<file path="config.mk">
export PLATFORM = sky130hd
export DESIGN_NAME = bus_address_decode_and_wait_states
export DESIGN_NICKNAME = d
export VERILOG_FILES = /design/src/rtl/core/badws_pkg.sv /design/src/rtl/core/bus_address_decode_and_wait_states.sv
export SDC_FILE = /design/constraint.sdc
export NUM_CORES = 1
export LEC_CHECK = 0
export ABC_CLOCK_PERIOD_IN_PS = 4760
export BUFFER_PORTS_ARGS = -buffer_cell sky130_fd_sc_hd__buf_2
export CAP_MARGIN = 10
export CORE_MARGIN = 4
export CORE_UTILIZATION = 30
export CTS_CLUSTER_SIZE = 10
export DETAILED_ROUTE_END_ITERATION = 16
export GPL_TIMING_DRIVEN = 1
export SLEW_MARGIN = 20
export SYNTH_ARGS = -nofsm -noshare
export SYNTH_HDL_FRONTEND = slang
export SYNTH_SLANG_ARGS = --single-unit
</file>
<file path="constraint.sdc">
create_clock -name clk -period 4.76 [get_ports clk]
set_clock_uncertainty 0.2 [all_clocks]
set_input_delay 0.714 -clock clk [delete_from_list [all_inputs] [get_ports clk]]
set_output_delay 0.714 -clock clk [all_outputs]
set_load 0.05 [all_outputs]
</file>
<file path="src/rtl/core/badws_pkg.sv">
// Package for the bus address decoder: region codes, register indexes and field widths.
// Has no dependencies; imported by bus_address_decode_and_wait_states.
package badws_pkg;

	localparam int ADDR_W     = 32;
	localparam int MAPPED_W   = 28;
	localparam int REGION_W   = 4;
	localparam int BYTES_W    = 3;
	localparam int WAIT_W     = 4;
	localparam int ROM_SIZE_W = 26;
	localparam int CFG_IDX_W  = 1;
	localparam int CFG_DATA_W = ROM_SIZE_W;

	// Offset into the ROM window; regions 8 to 13 span less than 2^27 bytes.
	localparam int ROM_OFF_W  = 27;

	typedef logic [REGION_W-1:0] region_t;

	localparam region_t REGION_BIOS  = 4'h0;
	localparam region_t REGION_WRAM  = 4'h2;
	localparam region_t REGION_IRAM  = 4'h3;
	localparam region_t REGION_PAL   = 4'h5;
	localparam region_t REGION_VRAM  = 4'h6;
	localparam region_t REGION_OAM   = 4'h7;
	localparam region_t REGION_ROM_LO = 4'h8;
	localparam region_t REGION_ROM_HI = 4'hD;
	localparam region_t REGION_SRAM0 = 4'hE;
	localparam region_t REGION_SRAM1 = 4'hF;

	localparam logic [CFG_IDX_W-1:0] CFG_ROM_SIZE  = 1'b0;
	localparam logic [CFG_IDX_W-1:0] CFG_SRAM_HALF = 1'b1;

	localparam logic [ROM_SIZE_W-1:0] ROM_SIZE_RESET = 26'h2000000;

	localparam logic [MAPPED_W-1:0] WRAM_MASK = 28'h203FFFF;
	localparam logic [MAPPED_W-1:0] IRAM_MASK = 28'h3007FFF;
	localparam logic [MAPPED_W-1:0] PAL_MASK  = 28'h50003FF;
	localparam logic [MAPPED_W-1:0] VRAM_MASK = 28'h601FFFF;
	localparam logic [MAPPED_W-1:0] OAM_MASK  = 28'h70003FF;
	localparam logic [MAPPED_W-1:0] ROM_BASE  = 28'h8000000;

	typedef logic [MAPPED_W-1:0] mapped_t;

endpackage

</file>
<file path="src/rtl/core/bus_address_decode_and_wait_states.sv">
// Top level of the bus address decoder: region decode, mirroring, ROM bound check and
// wait-state lookup in a three-stage pipeline. Depends on badws_pkg.
//
// One bus transaction is accepted on every cycle in which start is high and busy is low, and
// its decoded result appears on the result ports together with done once it has passed the
// three register stages (input capture, mirroring and wait lookup, ROM bound compare); a new
// transaction can enter every cycle in which busy is low. busy is high only in the first cycle
// after reset is released. Results cannot be held off by the receiver. The ROM size and SRAM
// mirror registers must only be written while no transaction is in flight.
module bus_address_decode_and_wait_states
	import badws_pkg::*;
(
	input  logic                      clk,
	input  logic                      arst_n,
	input  logic                      cfg_write,
	input  logic [CFG_IDX_W-1:0]      cfg_index,
	input  logic [CFG_DATA_W-1:0]     cfg_data,
	input  logic                      start,
	output logic                      busy,
	input  logic [ADDR_W-1:0]         address,
	input  logic [BYTES_W-1:0]        access_bytes,
	input  logic                      sequential,
	output logic                      done,
	output logic [REGION_W-1:0]       region,
	output logic [MAPPED_W-1:0]       mapped_address,
	output logic                      rom_out_of_range,
	output logic [WAIT_W-1:0]         wait_cycles
);

	// Configuration registers.
	logic [ROM_SIZE_W-1:0] rom_size_q;
	logic                  sram_half_q;
	logic                  busy_q;

	always_ff @(posedge clk or negedge arst_n) begin
		if (!arst_n) begin
			rom_size_q  <= ROM_SIZE_RESET;
			sram_half_q <= 1'b0;
			busy_q      <= 1'b1;
		end else begin
			busy_q <= 1'b0;
			if (cfg_write) begin
				case (cfg_index)
					CFG_ROM_SIZE:  rom_size_q  <= cfg_data;
					CFG_SRAM_HALF: sram_half_q <= cfg_data[0];
					default: ;
				endcase
			end
		end
	end

	assign busy = busy_q;

	logic accept;
	assign accept = start && !busy_q;

	// ROM mask: size rounded up to a power of two, minus one. A size of zero
	// leaves the offset unmasked.
	logic [ROM_SIZE_W-1:0] size_m1;
	logic [ROM_SIZE_W-1:0] smear;
	logic [ROM_OFF_W-1:0]  rom_mask;
	logic                  size_zero;

	assign size_m1 = rom_size_q - ROM_SIZE_W'(1);

	always_comb begin
		for (int i = 0; i < ROM_SIZE_W; i++) begin
			smear[i] = |(size_m1 >> i);
		end
	end

	assign size_zero = (rom_size_q == '0);
	assign rom_mask  = size_zero ? {ROM_OFF_W{1'b1}} : {1'b0, smear};

	// ---------------------------------------------------------------- stage 1
	logic                  valid_s1;
	logic [MAPPED_W-1:0]   addr_s1;
	region_t               region_s1;
	logic [2:0]            width_s1;
	logic                  seq_s1;
	logic [ROM_OFF_W-1:0]  mask_s1;
	logic [2:0]            width_clamped;

	always_comb begin
		if (access_bytes == 3'd0) begin
			width_clamped = 3'd1;
		end else if (access_bytes > 3'd4) begin
			width_clamped = 3'd4;
		end else begin
			width_clamped = access_bytes;
		end
	end

	always_ff @(posedge clk or negedge arst_n) begin
		if (!arst_n) begin
			valid_s1 <= 1'b0;
		end else begin
			valid_s1 <= accept;
		end
	end

	always_ff @(posedge clk) begin
		if (accept) begin
			addr_s1   <= address[MAPPED_W-1:0];
			region_s1 <= address[MAPPED_W-1:MAPPED_W-REGION_W];
			width_s1  <= width_clamped;
			seq_s1    <= sequential;
			mask_s1   <= rom_mask;
		end
	end

	// ---------------------------------------------------------------- stage 2
	logic                  valid_s2;
	region_t               region_s2;
	mapped_t               mapped_s2;
	logic [ROM_OFF_W-1:0]  off_s2;
	logic                  is_rom_s2;
	logic [WAIT_W-1:0]     wait_s2;

	mapped_t               mapped_d;
	mapped_t               rom_off_full;
	logic [ROM_OFF_W-1:0]  rom_off;
	logic                  is_rom;
	logic                  n_two;
	logic [WAIT_W-1:0]     wait_d;

	assign is_rom       = (region_s1 >= REGION_ROM_LO) && (region_s1 <= REGION_ROM_HI);
	assign n_two        = (width_s1 >= 3'd3);
	assign rom_off_full = addr_s1 - ROM_BASE;
	assign rom_off      = rom_off_full[ROM_OFF_W-1:0] & mask_s1;

	always_comb begin
		mapped_d = addr_s1;
		wait_d   = '0;
		case (region_s1)
			REGION_WRAM: begin
				mapped_d = addr_s1 & WRAM_MASK;
				wait_d   = n_two ? 4'd5 : 4'd2;
			end
			REGION_IRAM: begin
				mapped_d = addr_s1 & IRAM_MASK;
			end
			REGION_PAL: begin
				mapped_d = addr_s1 & PAL_MASK;
			end
			REGION_VRAM: begin
				mapped_d = addr_s1 & VRAM_MASK;
				// The top 32K of the 128K window folds onto the 32K below it.
				if (mapped_d[16] && mapped_d[15]) begin
					mapped_d[15] = 1'b0;
				end
				wait_d = n_two ? 4'd1 : 4'd0;
			end
			REGION_OAM: begin
				mapped_d = addr_s1 & OAM_MASK;
				wait_d   = n_two ? 4'd1 : 4'd0;
			end
			REGION_SRAM0, REGION_SRAM1: begin
				mapped_d = {REGION_SRAM0, 8'h00, addr_s1[15:0]};
				if (sram_half_q && mapped_d[15]) begin
					mapped_d[15] = 1'b0;
				end
				case (width_s1)
					3'd1:    wait_d = 4'd2;
					3'd2:    wait_d = 4'd5;
					3'd3:    wait_d = 4'd8;
					default: wait_d = 4'd11;
				endcase
			end
			default: begin
				if (is_rom) begin
					// The offset is below 2^27, so adding the base only sets bit 27.
					mapped_d = {1'b1, rom_off};
					if (seq_s1) begin
						wait_d = n_two ? 4'd5 : 4'd2;
					end else begin
						wait_d = n_two ? 4'd9 : 4'd4;
					end
				end
			end
		endcase
	end

	always_ff @(posedge clk or negedge arst_n) begin
		if (!arst_n) begin
			valid_s2 <= 1'b0;
		end else begin
			valid_s2 <= valid_s1;
		end
	end

	always_ff @(posedge clk) begin
		if (valid_s1) begin
			region_s2 <= region_s1;
			mapped_s2 <= mapped_d;
			off_s2    <= rom_off;
			is_rom_s2 <= is_rom;
			wait_s2   <= wait_d;
		end
	end

	// ---------------------------------------------------------------- stage 3
	logic                  valid_s3;
	region_t               region_s3;
	mapped_t               mapped_s3;
	logic                  oor_s3;
	logic [WAIT_W-1:0]     wait_s3;
	logic                  oor_d;

	// With a size of zero every offset compares as past the end.
	assign oor_d = is_rom_s2 && (off_s2 >= {1'b0, rom_size_q});

	always_ff @(posedge clk or negedge arst_n) begin
		if (!arst_n) begin
			valid_s3 <= 1'b0;
		end else begin
			valid_s3 <= valid_s2;
		end
	end

	always_ff @(posedge clk) begin
		if (valid_s2) begin
			region_s3 <= region_s2;
			mapped_s3 <= mapped_s2;
			oor_s3    <= oor_d;
			wait_s3   <= wait_s2;
		end
	end

	assign done             = valid_s3;
	assign region           = region_s3;
	assign mapped_address   = mapped_s3;
	assign rom_out_of_range = oor_s3;
	assign wait_cycles      = wait_s3;

	// ---------------------------------------------------------------- checks
	a_accept_reaches_output: assert property (@(posedge clk) disable iff (!arst_n)
		accept |=> ##2 done)
		else $error("accepted transaction did not reach the output after three cycles");

	a_oor_only_rom: assert property (@(posedge clk) disable iff (!arst_n)
		done && (region < REGION_ROM_LO || region > REGION_ROM_HI) |-> !rom_out_of_range)
		else $error("ROM range flag set outside the ROM regions");

	a_wait_bound: assert property (@(posedge clk) disable iff (!arst_n)
		done |-> wait_cycles <= 4'd11)
		else $error("wait cycle count out of range");

	a_vram_fold: assert property (@(posedge clk) disable iff (!arst_n)
		done && region == REGION_VRAM |-> !(mapped_address[16] && mapped_address[15]))
		else $error("video RAM address not folded");

	a_rom_base: assert property (@(posedge clk) disable iff (!arst_n)
		done && region >= REGION_ROM_LO && region <= REGION_ROM_HI |-> mapped_address[27])
		else $error("ROM address lost its base");

endmodule
</file>
==> run metrics <==
actual slew at the worst max-slew pin 1.05 ns; Yosys reg bits 191; H-tree depth 4; top cell type's share of synthesized area 0.570; first-pass GRT wire length 29,900 um; CP Cell Sequence inv_1 -> ha_1 -> or4b_2 -> a2111oi_0 -> o21bai_1 -> a21oi_1 -> and3_1 -> nand4_1; Final Slew Violations 0; Leakage 3.62 nW; initial core utilization 0.303; Hold Path Class in2async; # rows 61; die width 176 um; predominant post-synthesis flop cell edfxtp_1; sw power 1.06 mW; Cells after DPL 1,108; Post-CTS Hold Buffers 0; antenna diode count 0; Setup TNS 0 ns; status complete, no violations; Net Count, Synth 749; CTS sink count 191; final wirelength 18,800 um; detailed-router iteration count before antenna repair 5; largest net degree at the start of global routing 53; IO Count 106; Sw Ratio 0.276; Num CTS Buffers 17; Critical Path Max Stage Delay 0.76 ns; final setup fails 0; Reg power frac 0.522; Final ANT Viol Nets 0; RSZ-0062 raised after global routing no; CP startpoint kind flip-flop; DR WL/cell 16.4 um; Synth Instances 649; Required @ worst endpoint 4.71 ns; largest cells by area after synthesis edfxtp_1, dfrtp_1, ha_1, o21ai_0, nand2_1; Setup Buffers After CTS 0; buffer and inverter count on the worst path 1; post-cts resize count 0; WP depth 8; Fin. Hold Viols 0; routed vias/inst 4.67; nets 850; drt drc 0; Synth async-reset ratio 0.162; clk_lat worst skew 0.43 ns; Detailed Place HPWL 13,100 um; vias in the first global route 5,417; area leader, netlist edfxtp_1; Clock transition at path regs 0.08 ns; initial DRC count 332; Max Cap Viol 0; fmax 278 MHz; clock share of power 0.361; GPL Wtd Cong 0.860; Logic pwr share 0.117; CP delay by family, top simple AND/OR/NAND/NOR gates; top-count cell post-synth edfxtp_1; layout cells sized above 1 0.216; Crit. End Element flip-flop; gr usage total 0.124; CTS tree done; fin crit share 0.756; total power 3.82 mW; Die Footprint 30,800 sq um; Synth top cells by count edfxtp_1, nand2_1, o21ai_0; Max VDD drop 0.193 mV; hold_ws 0.171 ns; area growth from synthesis to layout 17.9%; worst reg-to-reg path cell count 8; setup slack, reg-to-reg 1.16 ns; Final Instance Count excl. Fillers 1,141; Max clock buf depth 2; Core ar. 27,800 sq um; syn_area_per_cell 13.0 sq um; Worst R2R Start rom_size_q[1]; PwrDens 384 nW/um^2; Ys Warns 0; Crit. Startpoint rom_size_q[1]; Overflow after GRT 0; Crit-path slowest cell or4b_2; crit-path max FO 12; vias after detailed routing 5,329; crit path time final 3.60 ns; Worst EP arrival 3.55 ns; post-synthesis cell type count 65; post-synthesis sequential area ratio 0.662; Root Buffer clkbuf_16; die height 176 um; Internal 2.76 mW; Post-Syn Area 8430 sq um; Setup CP Type reg2reg; normalized max-slew margin 0.288; Post-synth EDFFs 160; count of input and output buffers 101; initial antenna violation count 3
-- power by group through the flow --
stage               registers (mW)  clock network (mW)  logic, mW
detailed placement            2.03                   0      0.447
floorplan                     2.04                   0      0.285
CTS                           2.00                1.43      0.450
finish                        1.99                1.38      0.446
global route                  2.01                1.50      0.501
global placement              2.03                   0      0.440
-- worst paths after layout --
check	to
max	mask_s1[6]
min	rom_size_q[6]
max reg2reg	mask_s1[6]
min reg2reg	wait_cycles[0]
max in group asynchronous	valid_s2
min in group clk	wait_cycles[0]
-- final cells by class --
class / count / area, sq um
fillers: 2770 / 17800
flip-flops and latches: 191 / 5590
multi-input cells: 395 / 2590
repair buffers: 109 / 586
well taps: 378 / 473
clock buffers: 17 / 425
clock inverters: 15 / 144
inverters: 36 / 135
-- placed cells by master (no fill, tap or decap), types with 12 or more instances in the layout --
cell       Yosys  layout
clkbuf_16      0      17
nand4_1       12      12
buf_2          5     101
inv_1         36      36
nor3_1        18      18
a21oi_1       16      16
and2_1        30      30
edfxtp_1     160     160
dfrtp_1       29      27
nand2_1       57      57
nor4_1        12      12
nor2_1        34      34
o21ai_0       47      47
nand3_1       19      19
ha_1          33      33
-- logic make-up after synthesis --
kind of cell | after synthesis | synth area share
AND/OR/NAND/NOR | 224 | 0.145
XOR/XNOR | 11 | 0.0114
buffers and inverters | 63 | 0.0325
multiplexers | 1 | 0.00134
other | 1 | 0.000445
flip-flops | 191 | 0.662
AO/OA/AOI/OAI | 125 | 0.0978
adder cells (fa/ha/maj) | 33 | 0.0490
-- state kept, by name (all words and copies together), names as in the netlist, 3 cells and up --
name,flops
mapped_s2,28
mapped_address,28
width_s1,3
mask_s1,27
region,4
addr_s1,28
wait_cycles,4
rom_size_q,26
off_s2,27
wait_s2,4
region_s2,4
-- stage by stage --
stage,cell area [sq um],util,setup WS [ns]
final,9940,0.358,1.16
after global routing,9940,0.358,0.979
after CTS,9910,0.357,1.13
after detailed placement,9340,0.336,1.15
after global placement,9340,0.336,1.15
after floorplan,8430,-,0.737
-- per-layer routing --
layer  vias to the layer above  part of all wire  wire (um)  track usage
met2                       115              0.48       9000        0.204
met1                      2575              0.46       8650        0.166
li1                       2615                 -          -            -
met5                         -            0.0020         38            0
met3                        18             0.045        850       0.0286
met4                         6             0.011        213       0.0344
-- worst register-to-register path: cells and delay by family (launching register included) --
kind | cells | cell delay [ns]
AND/OR/NAND/NOR | 3 | 1.46
AO/OA/AOI/OAI | 3 | 0.72
buffers and inverters | 1 | 0.15
adder cells (fa/ha/maj) | 1 | 0.40
flip-flops | 1 | 0.41
Power figures use the tool's default switching activity.
